===== src/design/ed_pkg.sv =====
`default_nettype none

package ed_pkg;

    localparam int MAX_CARS_DEF = 8;

    localparam int FLOOR_W  = 8;
    localparam int RIDERS_W = 8;
    localparam int CAR_W    = 3;
    localparam int ACTIVE_W = 4;
    localparam int SCORE_W  = 14;   // worst case 1000 + 5000 + 2550

    localparam logic [ACTIVE_W-1:0] ACTIVE_RST = 4'd8;

    localparam logic [SCORE_W-1:0] SCORE_BASE     = 14'd1000;
    localparam logic [SCORE_W-1:0] SCORE_BUSY     = 14'd5000;
    localparam logic [SCORE_W-1:0] BONUS_SAME_DIR = 14'd500;
    localparam logic [SCORE_W-1:0] BONUS_ABOVE    = 14'd400;
    localparam logic [SCORE_W-1:0] BONUS_REST     = 14'd300;

    typedef enum logic [1:0] {
        OP_HALL   = 2'd0,
        OP_UPDATE = 2'd1,
        OP_REMOVE = 2'd2
    } op_t;

    typedef enum logic [1:0] {
        MOT_UP   = 2'd0,
        MOT_DOWN = 2'd1,
        MOT_REST = 2'd2
    } motion_t;

    // motion code on an update that leaves the stored motion alone
    localparam logic [1:0] MOTION_KEEP = 2'd3;

    typedef struct packed {
        logic [FLOOR_W-1:0]  floor;
        logic [1:0]          motion;
        logic                busy;
        logic                removed;
        logic [RIDERS_W-1:0] passengers;
    } car_entry_t;

    localparam car_entry_t CAR_RESET = '{
        floor:      8'd1,
        motion:     MOT_REST,
        busy:       1'b0,
        removed:    1'b0,
        passengers: 8'd0
    };

endpackage

`default_nettype wire


===== src/design/ed_ifs.sv =====
`default_nettype none

interface ed_req_if import ed_pkg::*; ();
    logic                valid;
    logic                ready;
    logic [1:0]          op;
    logic [CAR_W-1:0]    car_id;
    logic [FLOOR_W-1:0]  floor;
    logic                going_up;
    logic [1:0]          motion_code;
    logic [RIDERS_W-1:0] riders;
    logic                riders_valid;
    logic                trip_done;

    modport source (
        output valid, op, car_id, floor, going_up, motion_code, riders, riders_valid,
               trip_done,
        input  ready
    );
    modport sink (
        input  valid, op, car_id, floor, going_up, motion_code, riders, riders_valid,
               trip_done,
        output ready
    );
endinterface

interface ed_rsp_if import ed_pkg::*; ();
    logic             valid;
    logic             ready;
    logic [CAR_W-1:0] assigned_car;
    logic             assign_valid;
    logic             used_fallback;

    modport source (
        output valid, assigned_car, assign_valid, used_fallback,
        input  ready
    );
    modport sink (
        input  valid, assigned_car, assign_valid, used_fallback,
        output ready
    );
endinterface

`default_nettype wire


===== src/design/ed_car_mem.sv =====
`default_nettype none

// Car table: one word per car, registered read, one write port.
// Entries not yet written read back as the reset entry.
module ed_car_mem import ed_pkg::*; #(
    parameter int MAX_CARS = MAX_CARS_DEF,
    localparam int CW = (MAX_CARS > 1) ? $clog2(MAX_CARS) : 1
) (
    input  wire logic                 clk,
    input  wire logic                 rst_n,
    input  wire logic                 rd_en,
    input  wire logic [CW-1:0]        rd_addr,
    output car_entry_t                rd_data,
    input  wire logic                 wr_en,
    input  wire logic [CW-1:0]        wr_addr,
    input  wire car_entry_t           wr_data
);
    car_entry_t            mem [MAX_CARS];
    logic [MAX_CARS-1:0]   written_reg;
    car_entry_t            rd_word_reg;
    logic                  rd_written_reg;

    always_ff @(posedge clk)
    begin
        if (wr_en)
        begin
            mem[wr_addr] <= wr_data;
        end
        if (rd_en)
        begin
            rd_word_reg <= mem[rd_addr];
        end
    end

    always_ff @(posedge clk or negedge rst_n)
    begin
        if (!rst_n)
        begin
            written_reg    <= '0;
            rd_written_reg <= 1'b0;
        end
        else
        begin
            if (wr_en)
            begin
                written_reg[wr_addr] <= 1'b1;
            end
            if (rd_en)
            begin
                rd_written_reg <= written_reg[rd_addr];
            end
        end
    end

    assign rd_data = rd_written_reg ? rd_word_reg : CAR_RESET;

endmodule

`default_nettype wire


===== src/design/ed_score.sv =====
`default_nettype none

// One registered scoring stage: score of one car against the hall call.
module ed_score import ed_pkg::*; #(
    parameter int MAX_CARS = MAX_CARS_DEF,
    localparam int CW = (MAX_CARS > 1) ? $clog2(MAX_CARS) : 1
) (
    input  wire logic                clk,
    input  wire logic                rst_n,
    input  wire logic                in_vld,
    input  wire logic [CW-1:0]       in_idx,
    input  wire car_entry_t          in_entry,
    input  wire logic [FLOOR_W-1:0]  origin,
    input  wire logic                going_up,
    output logic                     sc_vld,
    output logic [CW-1:0]            sc_idx,
    output logic [SCORE_W-1:0]       sc_score,
    output car_entry_t               sc_entry
);
    logic [FLOOR_W-1:0]  span;
    logic [11:0]         span_x10;
    logic [SCORE_W-1:0]  base;
    logic [SCORE_W-1:0]  bonus;
    logic                below_or_at;
    logic                above_or_at;
    logic                above;

    logic                vld_reg;
    logic [CW-1:0]       idx_reg;
    logic [SCORE_W-1:0]  score_reg;
    car_entry_t          entry_reg;

    always_comb
    begin
        above       = in_entry.floor > origin;
        below_or_at = !above;
        above_or_at = in_entry.floor >= origin;
        span        = above ? (in_entry.floor - origin) : (origin - in_entry.floor);
        span_x10    = 12'({span, 3'b000}) + 12'({span, 1'b0});
        base        = SCORE_BASE + (in_entry.busy ? SCORE_BUSY : '0) + SCORE_W'(span_x10);
        if (going_up)
        begin
            priority if (in_entry.motion == MOT_UP && below_or_at) bonus = BONUS_SAME_DIR;
            else if (in_entry.motion == MOT_REST)                  bonus = BONUS_REST;
            else                                                   bonus = '0;
        end
        else
        begin
            priority if (in_entry.motion == MOT_DOWN && above_or_at) bonus = BONUS_SAME_DIR;
            else if (above)                                          bonus = BONUS_ABOVE;
            else if (in_entry.motion == MOT_REST)                    bonus = BONUS_REST;
            else                                                     bonus = '0;
        end
    end

    always_ff @(posedge clk or negedge rst_n)
    begin
        if (!rst_n)
        begin
            vld_reg <= 1'b0;
        end
        else
        begin
            vld_reg <= in_vld;
        end
    end

    always_ff @(posedge clk)
    begin
        idx_reg   <= in_idx;
        score_reg <= base - bonus;
        entry_reg <= in_entry;
    end

    assign sc_vld   = vld_reg;
    assign sc_idx   = idx_reg;
    assign sc_score = score_reg;
    assign sc_entry = entry_reg;

endmodule

`default_nettype wire


===== src/design/elevator_dispatch_scorer.sv =====
// Elevator dispatch scorer.
// req channel (valid/ready): one beat is one operation - a hall call, a car
// status update or a car removal. rsp channel (valid/ready): exactly one beat
// per request beat, in order; for a hall call it carries the chosen car and
// whether round robin picked it, otherwise all zero.
// cfg_wr_en/cfg_wr_data write the active car count; write it only while idle.
// The car table sits in a small RAM with a registered read; every update,
// removal and hall call is a read-modify-write of it, one operation at a time.
// An update or removal reads the car and writes it back. A hall call reads
// the scanned cars one RAM read a cycle, drains the scoring pipe, writes the
// winner back and loads the result slot; if every scanned car is removed,
// round robin re-reads its pick and writes it back instead. Unused op codes
// and out-of-range cars touch no RAM and go straight to the result.
// A hall call's length is set by the single RAM port, one car read at a time.
// The result register frees the request side: a new request beat is taken
// while the last result still waits on a stalled receiver; the block only
// holds its finished result until the slot is free.
// Reset: all cars at floor 1, at rest, idle, in service, empty; round robin
// points so that its first pick is car 0; active count 8. No clearing pass.
`default_nettype none

module elevator_dispatch_scorer import ed_pkg::*; #(
    parameter int MAX_CARS = MAX_CARS_DEF
) (
    input  wire logic                 clk,
    input  wire logic                 rst_n,
    ed_req_if.sink                    req,
    ed_rsp_if.source                  rsp,
    input  wire logic                 cfg_wr_en,
    input  wire logic [ACTIVE_W-1:0]  cfg_wr_data
);
    localparam int CW = (MAX_CARS > 1) ? $clog2(MAX_CARS) : 1;
    localparam int EW = CW + CAR_W + ACTIVE_W;   // wide enough for any index move

    typedef enum logic [2:0] {
        S_IDLE,
        S_RMW_RD,
        S_RMW_WR,
        S_SCAN,
        S_DRAIN,
        S_COMMIT,
        S_FB_RD,
        S_FB_WR
    } state_t;

    // S_DONE folded in as a flag so the FSM stays small
    state_t               state_reg;
    logic                 done_reg;

    logic [ACTIVE_W-1:0]  cfg_active_reg;
    logic [CW-1:0]        rr_reg;

    // latched request
    logic [1:0]           op_reg;
    logic [CW-1:0]        car_idx_reg;
    logic [FLOOR_W-1:0]   floor_reg;
    logic                 up_reg;
    logic [1:0]           motion_reg;
    logic [RIDERS_W-1:0]  riders_reg;
    logic                 riders_ok_reg;
    logic                 trip_done_reg;

    // scan
    logic [CW-1:0]        scan_idx_reg;
    logic [CW-1:0]        scan_last_reg;
    logic                 p1_vld_reg;
    logic [CW-1:0]        p1_idx_reg;
    logic                 best_found_reg;
    logic [SCORE_W-1:0]   best_score_reg;
    logic [CW-1:0]        best_idx_reg;
    car_entry_t           best_entry_reg;

    // pending result and output slot
    logic [CW-1:0]        res_car_reg;
    logic                 res_assign_reg;
    logic                 res_fb_reg;
    logic                 out_vld_reg;
    logic [CAR_W-1:0]     out_car_reg;
    logic                 out_assign_reg;
    logic                 out_fb_reg;

    // RAM ports
    logic                 mem_rd_en;
    logic [CW-1:0]        mem_rd_addr;
    car_entry_t           mem_rd_data;
    logic                 mem_wr_en;
    logic [CW-1:0]        mem_wr_addr;
    car_entry_t           mem_wr_data;

    // scorer
    logic                 sc_vld;
    logic [CW-1:0]        sc_idx;
    logic [SCORE_W-1:0]   sc_score;
    car_entry_t           sc_entry;

    logic [EW-1:0]        id_ext;
    logic [EW-1:0]        last_ext;
    logic [EW-1:0]        res_ext;
    logic [CW-1:0]        req_idx;
    logic                 req_id_ok;
    logic [CW-1:0]        req_last;
    logic [CW-1:0]        rr_next;
    logic                 out_free;
    logic                 load_out;
    car_entry_t           upd_entry;

    ed_car_mem #(
        .MAX_CARS (MAX_CARS)
    ) u_mem (
        .clk     (clk),
        .rst_n   (rst_n),
        .rd_en   (mem_rd_en),
        .rd_addr (mem_rd_addr),
        .rd_data (mem_rd_data),
        .wr_en   (mem_wr_en),
        .wr_addr (mem_wr_addr),
        .wr_data (mem_wr_data)
    );

    ed_score #(
        .MAX_CARS (MAX_CARS)
    ) u_score (
        .clk      (clk),
        .rst_n    (rst_n),
        .in_vld   (p1_vld_reg),
        .in_idx   (p1_idx_reg),
        .in_entry (mem_rd_data),
        .origin   (floor_reg),
        .going_up (up_reg),
        .sc_vld   (sc_vld),
        .sc_idx   (sc_idx),
        .sc_score (sc_score),
        .sc_entry (sc_entry)
    );

    // index and count conversions
    always_comb
    begin
        id_ext    = EW'(req.car_id);
        req_idx   = id_ext[CW-1:0];
        req_id_ok = 32'(req.car_id) < 32'(MAX_CARS);
        // scan count clamped to 1 .. MAX_CARS, kept as last index
        last_ext  = EW'(cfg_active_reg - 4'd1);
        if (cfg_active_reg == '0)
        begin
            req_last = '0;
        end
        else if (32'(cfg_active_reg) > 32'(MAX_CARS))
        begin
            req_last = CW'(MAX_CARS - 1);
        end
        else
        begin
            req_last = last_ext[CW-1:0];
        end
        rr_next  = (rr_reg >= scan_last_reg) ? '0 : rr_reg + CW'(1);
        res_ext  = EW'(res_car_reg);
        out_free = !out_vld_reg || rsp.ready;
        // finished result moves into the output slot
        load_out = (state_reg == S_IDLE) && done_reg && out_free;
    end

    // status update / removal applied to the word just read
    always_comb
    begin
        upd_entry = mem_rd_data;
        if (op_reg == OP_REMOVE)
        begin
            upd_entry.removed = 1'b1;
        end
        else
        begin
            upd_entry.floor = floor_reg;
            if (riders_ok_reg)
            begin
                upd_entry.passengers = riders_reg;
            end
            if (motion_reg != MOTION_KEEP)
            begin
                upd_entry.motion = motion_reg;
            end
            if (trip_done_reg)
            begin
                upd_entry.busy = 1'b0;
            end
        end
    end

    // RAM port steering
    always_comb
    begin
        mem_rd_en   = 1'b0;
        mem_rd_addr = scan_idx_reg;
        mem_wr_en   = 1'b0;
        mem_wr_addr = car_idx_reg;
        mem_wr_data = upd_entry;
        unique case (state_reg)
            S_RMW_RD:
            begin
                mem_rd_en   = 1'b1;
                mem_rd_addr = car_idx_reg;
            end
            S_RMW_WR:
            begin
                mem_wr_en = 1'b1;
            end
            S_SCAN:
            begin
                mem_rd_en = 1'b1;
            end
            S_COMMIT:
            begin
                mem_wr_en        = 1'b1;
                mem_wr_addr      = best_idx_reg;
                mem_wr_data      = best_entry_reg;
                mem_wr_data.busy = 1'b1;
            end
            S_FB_RD:
            begin
                mem_rd_en   = 1'b1;
                mem_rd_addr = rr_reg;
            end
            S_FB_WR:
            begin
                mem_wr_en        = 1'b1;
                mem_wr_addr      = rr_reg;
                mem_wr_data      = mem_rd_data;
                mem_wr_data.busy = 1'b1;
            end
            default:
            begin
                mem_rd_en = 1'b0;
            end
        endcase
    end

    always_ff @(posedge clk or negedge rst_n)
    begin
        if (!rst_n)
        begin
            state_reg      <= S_IDLE;
            done_reg       <= 1'b0;
            cfg_active_reg <= ACTIVE_RST;
            rr_reg         <= CW'(MAX_CARS - 1);
            op_reg         <= '0;
            car_idx_reg    <= '0;
            floor_reg      <= '0;
            up_reg         <= 1'b0;
            motion_reg     <= '0;
            riders_reg     <= '0;
            riders_ok_reg  <= 1'b0;
            trip_done_reg  <= 1'b0;
            scan_idx_reg   <= '0;
            scan_last_reg  <= '0;
            p1_vld_reg     <= 1'b0;
            p1_idx_reg     <= '0;
            best_found_reg <= 1'b0;
            best_score_reg <= '0;
            best_idx_reg   <= '0;
            best_entry_reg <= CAR_RESET;
            res_car_reg    <= '0;
            res_assign_reg <= 1'b0;
            res_fb_reg     <= 1'b0;
            out_vld_reg    <= 1'b0;
            out_car_reg    <= '0;
            out_assign_reg <= 1'b0;
            out_fb_reg     <= 1'b0;
        end
        else
        begin
            if (cfg_wr_en)
            begin
                cfg_active_reg <= cfg_wr_data;
            end

            if (load_out)
            begin
                out_vld_reg <= 1'b1;
            end
            else if (rsp.ready)
            begin
                out_vld_reg <= 1'b0;
            end

            p1_vld_reg <= (state_reg == S_SCAN);
            p1_idx_reg <= scan_idx_reg;

            // running minimum; strict less keeps the lowest index on a tie
            if (sc_vld && !sc_entry.removed &&
                (!best_found_reg || sc_score < best_score_reg))
            begin
                best_found_reg <= 1'b1;
                best_score_reg <= sc_score;
                best_idx_reg   <= sc_idx;
                best_entry_reg <= sc_entry;
            end

            unique case (state_reg)
                S_IDLE:
                begin
                    if (done_reg)
                    begin
                        if (out_free)
                        begin
                            out_car_reg    <= res_ext[CAR_W-1:0];
                            out_assign_reg <= res_assign_reg;
                            out_fb_reg     <= res_fb_reg;
                            done_reg       <= 1'b0;
                        end
                    end
                    else if (req.valid)
                    begin
                        op_reg         <= req.op;
                        car_idx_reg    <= req_idx;
                        floor_reg      <= req.floor;
                        up_reg         <= req.going_up;
                        motion_reg     <= req.motion_code;
                        riders_reg     <= req.riders;
                        riders_ok_reg  <= req.riders_valid;
                        trip_done_reg  <= req.trip_done;
                        scan_idx_reg   <= '0;
                        scan_last_reg  <= req_last;
                        best_found_reg <= 1'b0;
                        res_car_reg    <= '0;
                        res_assign_reg <= 1'b0;
                        res_fb_reg     <= 1'b0;
                        unique case (req.op)
                            OP_HALL:
                            begin
                                state_reg <= S_SCAN;
                            end
                            OP_UPDATE, OP_REMOVE:
                            begin
                                if (req_id_ok)
                                begin
                                    state_reg <= S_RMW_RD;
                                end
                                else
                                begin
                                    done_reg <= 1'b1;
                                end
                            end
                            default:
                            begin
                                done_reg <= 1'b1;
                            end
                        endcase
                    end
                end
                S_RMW_RD:
                begin
                    state_reg <= S_RMW_WR;
                end
                S_RMW_WR:
                begin
                    state_reg <= S_IDLE;
                    done_reg  <= 1'b1;
                end
                S_SCAN:
                begin
                    scan_idx_reg <= scan_idx_reg + CW'(1);
                    if (scan_idx_reg == scan_last_reg)
                    begin
                        state_reg <= S_DRAIN;
                    end
                end
                S_DRAIN:
                begin
                    if (!p1_vld_reg && !sc_vld)
                    begin
                        res_assign_reg <= 1'b1;
                        if (best_found_reg)
                        begin
                            res_car_reg <= best_idx_reg;
                            state_reg   <= S_COMMIT;
                        end
                        else
                        begin
                            rr_reg      <= rr_next;
                            res_car_reg <= rr_next;
                            res_fb_reg  <= 1'b1;
                            state_reg   <= S_FB_RD;
                        end
                    end
                end
                S_COMMIT:
                begin
                    state_reg <= S_IDLE;
                    done_reg  <= 1'b1;
                end
                S_FB_RD:
                begin
                    state_reg <= S_FB_WR;
                end
                S_FB_WR:
                begin
                    state_reg <= S_IDLE;
                    done_reg  <= 1'b1;
                end
                default:
                begin
                    state_reg <= S_IDLE;
                end
            endcase
        end
    end

    assign req.ready         = (state_reg == S_IDLE) && !done_reg;
    assign rsp.valid         = out_vld_reg;
    assign rsp.assigned_car  = out_car_reg;
    assign rsp.assign_valid  = out_assign_reg;
    assign rsp.used_fallback = out_fb_reg;

    // a new beat is only taken with the scoring pipe empty
    a_idle_pipe_empty: assert property (@(posedge clk) disable iff (!rst_n)
        req.ready |-> (!p1_vld_reg && !sc_vld))
        else $error("request taken with scoring pipe busy");

    // round robin only ever answers a hall call
    a_fb_is_hall: assert property (@(posedge clk) disable iff (!rst_n)
        (rsp.valid && rsp.used_fallback) |-> rsp.assign_valid)
        else $error("fallback flagged on a non-hall result");

    // write-back of a scored winner needs a winner
    a_commit_found: assert property (@(posedge clk) disable iff (!rst_n)
        (state_reg == S_COMMIT) |-> best_found_reg)
        else $error("commit without a scored car");

    // every hall-call write-back marks the car busy
    a_hall_sets_busy: assert property (@(posedge clk) disable iff (!rst_n)
        (mem_wr_en && state_reg != S_RMW_WR) |-> mem_wr_data.busy)
        else $error("assigned car not marked busy");

endmodule

`default_nettype wire


===== src/flat_wrapper.sv =====
// flat-port wrapper written by rule: the top's interface ports become plain ports
module elevator_dispatch_scorer_flat import ed_pkg::*;
#(
    parameter int MAX_CARS = MAX_CARS_DEF
)
  (clk, rst_n, cfg_wr_en, cfg_wr_data, req_valid, req_op, req_car_id, req_floor, req_going_up, req_motion_code, req_riders, req_riders_valid, req_trip_done, req_ready, rsp_valid, rsp_assigned_car, rsp_assign_valid, rsp_used_fallback, rsp_ready);
  ed_req_if req_i ();
  ed_rsp_if rsp_i ();
  input  wire logic clk;
  input  wire logic rst_n;
  input  wire logic cfg_wr_en;
  input  wire logic [ACTIVE_W-1:0] cfg_wr_data;
  input wire logic [$bits(req_i.valid)-1:0] req_valid;
  input wire logic [$bits(req_i.op)-1:0] req_op;
  input wire logic [$bits(req_i.car_id)-1:0] req_car_id;
  input wire logic [$bits(req_i.floor)-1:0] req_floor;
  input wire logic [$bits(req_i.going_up)-1:0] req_going_up;
  input wire logic [$bits(req_i.motion_code)-1:0] req_motion_code;
  input wire logic [$bits(req_i.riders)-1:0] req_riders;
  input wire logic [$bits(req_i.riders_valid)-1:0] req_riders_valid;
  input wire logic [$bits(req_i.trip_done)-1:0] req_trip_done;
  output wire logic [$bits(req_i.ready)-1:0] req_ready;
  output wire logic [$bits(rsp_i.valid)-1:0] rsp_valid;
  output wire logic [$bits(rsp_i.assigned_car)-1:0] rsp_assigned_car;
  output wire logic [$bits(rsp_i.assign_valid)-1:0] rsp_assign_valid;
  output wire logic [$bits(rsp_i.used_fallback)-1:0] rsp_used_fallback;
  input wire logic [$bits(rsp_i.ready)-1:0] rsp_ready;
  assign req_i.valid = req_valid;
  assign req_i.op = req_op;
  assign req_i.car_id = req_car_id;
  assign req_i.floor = req_floor;
  assign req_i.going_up = req_going_up;
  assign req_i.motion_code = req_motion_code;
  assign req_i.riders = req_riders;
  assign req_i.riders_valid = req_riders_valid;
  assign req_i.trip_done = req_trip_done;
  assign req_ready = req_i.ready;
  assign rsp_valid = rsp_i.valid;
  assign rsp_assigned_car = rsp_i.assigned_car;
  assign rsp_assign_valid = rsp_i.assign_valid;
  assign rsp_used_fallback = rsp_i.used_fallback;
  assign rsp_i.ready = rsp_ready;
  elevator_dispatch_scorer #(.MAX_CARS(MAX_CARS)) u_core (.clk(clk), .rst_n(rst_n), .req(req_i), .rsp(rsp_i), .cfg_wr_en(cfg_wr_en), .cfg_wr_data(cfg_wr_data));
endmodule

===== config.mk =====
export PLATFORM = sky130hd
export DESIGN_NAME = elevator_dispatch_scorer_flat
export DESIGN_NICKNAME = d
export VERILOG_FILES = /design/src/design/ed_pkg.sv /design/src/design/ed_ifs.sv /design/src/design/ed_car_mem.sv /design/src/design/ed_score.sv /design/src/design/elevator_dispatch_scorer.sv /design/src/flat_wrapper.sv
export SDC_FILE = /design/constraint.sdc
export NUM_CORES = 1
export LEC_CHECK = 0
export BUFFER_PORTS_ARGS = -buffer_cell sky130_fd_sc_hd__clkbuf_2
export CAP_MARGIN = 20
export CORE_AREA = 2 2 138 140
export CTS_BUF_LIST = sky130_fd_sc_hd__clkbuf_2 sky130_fd_sc_hd__clkbuf_4 sky130_fd_sc_hd__clkbuf_8
export DETAILED_ROUTE_END_ITERATION = 16
export DIE_AREA = 0 0 140 142
export PLACE_DENSITY_LB_ADDON = 0.3
export SYNTH_ARGS = -nofsm -noshare
export SYNTH_HDL_FRONTEND = slang
export SYNTH_SLANG_ARGS = --single-unit
export TNS_END_PERCENT = 10

===== constraint.sdc =====
create_clock -name clk -period 11.68 [get_ports clk]
set_input_delay 0.584 -clock clk [delete_from_list [all_inputs] [get_ports clk]]
set_output_delay 0.584 -clock clk [all_outputs]
set_load 0.01 [all_outputs]

==> flow_metrics.env <==
export IMPL_synth_main_ff_cell="edfxtp_1"
export IMPL_required_ps=12110
export IMPL_worstSkewPairLatency_ps=540
export IMPL_crit_path_max_fanout=14
export IMPL_grt_max_degree=58
export IMPL_finalWorstSetupSlack_ps=5480
export IMPL_use_met2_pct=35.29
export IMPL_met3_usage_pct=3.836
export IMPL_cts_tree="yes"
export IMPL_drt_iter0_markers=380
export IMPL_diodes=0
export IMPL_viasPerCell=5.639
export IMPL_rsz0062_at_grt="no"
export IMPL_run_status="finished with violations"
export IMPL_num_rows=50
export IMPL_cts_sinks=222
export IMPL_synthToLayoutAreaGrowth_pct=11.36
export IMPL_die_x_um=140
export IMPL_grt_busiest_layer="met2"
export IMPL_worstMarginPinSlew_ps=988.9
export IMPL_synth_edff_count=108
export IMPL_postRouteAntennaNets=0
export IMPL_cts_htree_levels=2
export IMPL_antenna_found_initial=0
export IMPL_drv_slew=0
export IMPL_failed_checks="design-rule violations"
export IMPL_dp_final_hpwl_um=13810
export IMPL_io_pins=42
export IMPL_setup_viol=0
export IMPL_die_area_mm2=0.01988
export IMPL_vias=6739
export IMPL_start_util_pct=59.07
export IMPL_hp_class="in2reg"
export IMPL_final_nets=1036
export IMPL_startpoint_type="flop"
export IMPL_first_pass_iters=13
export IMPL_avgSynthCellArea_um2=12.42
export IMPL_cts_resized=0
export IMPL_core_area_mm2=0.01846
export IMPL_met1_usage_pct=29.50
export IMPL_synth_warnings=0
export IMPL_crit_type="reg2reg"
export IMPL_drive_above_1_share_pct=20.50
export IMPL_grt_pass1_vias=6613
export IMPL_numCtsBuffers=37
export IMPL_syn_inst=878
export IMPL_maxSlewHeadroom_pct=33.38
export IMPL_hold_viol_final=0
export IMPL_fin_crit_sh_pct=53.08
export IMPL_min_period_ps=6200
export IMPL_max_cap_violations=0
export IMPL_routedWlPerCell_um=17.14
export IMPL_io_buffers=32
export IMPL_drc=1
export IMPL_syn_num_nets=982
export IMPL_fmax_ghz=0.1613
export IMPL_crit_arrival_ps=6640
export IMPL_grt_pass1_wl_um=33580
export IMPL_largest_reg_flops=96
export IMPL_async_reset_ff_share_pct=39.19
export IMPL_yosysSeqAreaShare_pct=54.75
export IMPL_place_worst_setup_slack_ps=5504
export IMPL_gp_congestion=0.8859
export IMPL_clkTransAtPathRegs_ps=60
export IMPL_end_kind="flop"
export IMPL_ys_seq_elements=222
export IMPL_fp_dieH_um=142
export IMPL_setup_tns_ps=0
export IMPL_overflow=0
export IMPL_clockBufferDepth=3
export IMPL_grt_usage_pct=21.40
export IMPL_finalWirelength_um=20490
export IMPL_cts_root_buffer="clkbuf_8"
export IMPL_fin_skew_ps=15.37
export IMPL_synth_cell_types=67
export IMPL_netlist_area_mm2=0.01090
area by class of cell:
| type | count | area, um2 |
|---|---|---|
| Clock inverter | 19 | 180.2 |
| Fill cell | 1392 | 6315 |
| Multi-Input combinational cell | 560 | 4547 |
| Clock buffer | 49 | 630.6 |
| Inverter | 65 | 244.0 |
| Timing Repair Buffer | 46 | 277.8 |
| Sequential cell | 222 | 5968 |
| Tap cell | 234 | 292.8 |
per-layer routing:
| layer | part of all wire, % | up-vias |
|---|---|---|
| met2 | 48 | 148 |
| li1 | - | 3266 |
| met5 | 0 | - |
| met4 | 2.0 | 0 |
| met3 | 4.4 | 40 |
| met1 | 46 | 3285 |
kinds of logic (layout without fill, tap and decap cells):
logic type,Yosys count,in the layout,share of synthesized area (%)
xor+xnor,18,18,1.446
buf+inv,96,179,3.891
flops,222,222,54.75
compound gates,152,152,8.849
simple gates,169,169,7.414
mux,152,152,14.84
fa+ha+maj,69,69,8.814
layout by cell type (no fill, tap or decap), types with 9 or more instances in the layout:
| cell type | n |
|---|---|
| nor2_1 | 34 |
| o21ai_0 | 38 |
| nand2b_1 | 10 |
| nand3_1 | 11 |
| dfrtp_1 | 81 |
| mux2i_1 | 81 |
| a21oi_1 | 44 |
| fa_1 | 13 |
| clkbuf_2 | 31 |
| o22ai_1 | 9 |
| ha_1 | 56 |
| clkbuf_8 | 42 |
| a21o_1 | 12 |
| mux2_2 | 64 |
| inv_1 | 62 |
| edfxtp_1 | 108 |
| buf_4 | 13 |
| dfxtp_1 | 27 |
| xnor2_1 | 11 |
| clkinv_1 | 9 |
| or2_2 | 9 |
| nand2_1 | 63 |
critical path, stage by stage (launching register included):
cell,delay (ps)
dfrtp_1,630
nor2b_1,320
ha_1,190
inv_1,80
fa_1,470
nand3_1,140
a21oi_2,80
o21ai_2,560
mux2_2,420
o21ai_0,310
xor2_1,230
fa_1,450
ha_1,300
ha_1,340
fa_1,470
a21o_1,170
a21oi_1,230
o21bai_1,100
a21oi_1,220
o21ai_0,170
and3_1,200
repair_timing:
item / CTS / global route
hold buffers: 1 / 0
buffers inserted: 0 / 0
setup endpoints to repair: 0 / 0
endpoints found under the hold margin: 26 / 0
synthesized netlist by cell type (10+ instances only):
cell,n,area (um2)
inv_1,62,232.7
ha_1,56,700.7
fa_1,13,260.3
a21o_1,12,90.09
nand2b_1,10,62.56
a21oi_1,44,220.2
nor2_1,35,131.4
edfxtp_1,108,3243
dfrtp_1,81,2027
mux2i_1,81,810.8
nand3_1,11,55.05
dfxtp_1,27,540.5
mux2_2,64,720.7
xnor2_1,11,96.34
o21ai_0,38,190.2
nand2_1,63,236.5
per-stage QoR:
step           cells  util [%]  hold slack (ps)  cell area, um2
2_1_floorplan    878         -            288.4           10900
3_3_place_gp    1125     61.25            325.6           11300
3_5_place_dp    1125     61.25            329.4           11300
4_1_cts         1194     65.70            238.3           12130
5_1_grt         1195     65.78            261.4           12140
6_report        1195     65.78            265.8           12140
worst paths after layout:
kind                                              from                          end  slack [ps]  cells after the start
setup / recovery           u_core.u_mem.rd_written_reg  u_core.u_score.sc_score[13]        5480                     20
hold / removal                          cfg_wr_data[0]     u_core.cfg_active_reg[0]         270                      3
setup reg to reg           u_core.u_mem.rd_written_reg  u_core.u_score.sc_score[13]        5480                     20
hold reg to reg                   u_core.p1_idx_reg[0]     u_core.u_score.sc_idx[0]         340                      0
max in group asynchronous                        rst_n                u_core.up_reg       10100                      3
min in group asynchronous                        rst_n   u_core.rsp.assigned_car[0]         500                      2
Power is left out: the tool's default activity adds up to more than one toggle a clock period on the data nets, which glitch-free logic cannot reach.
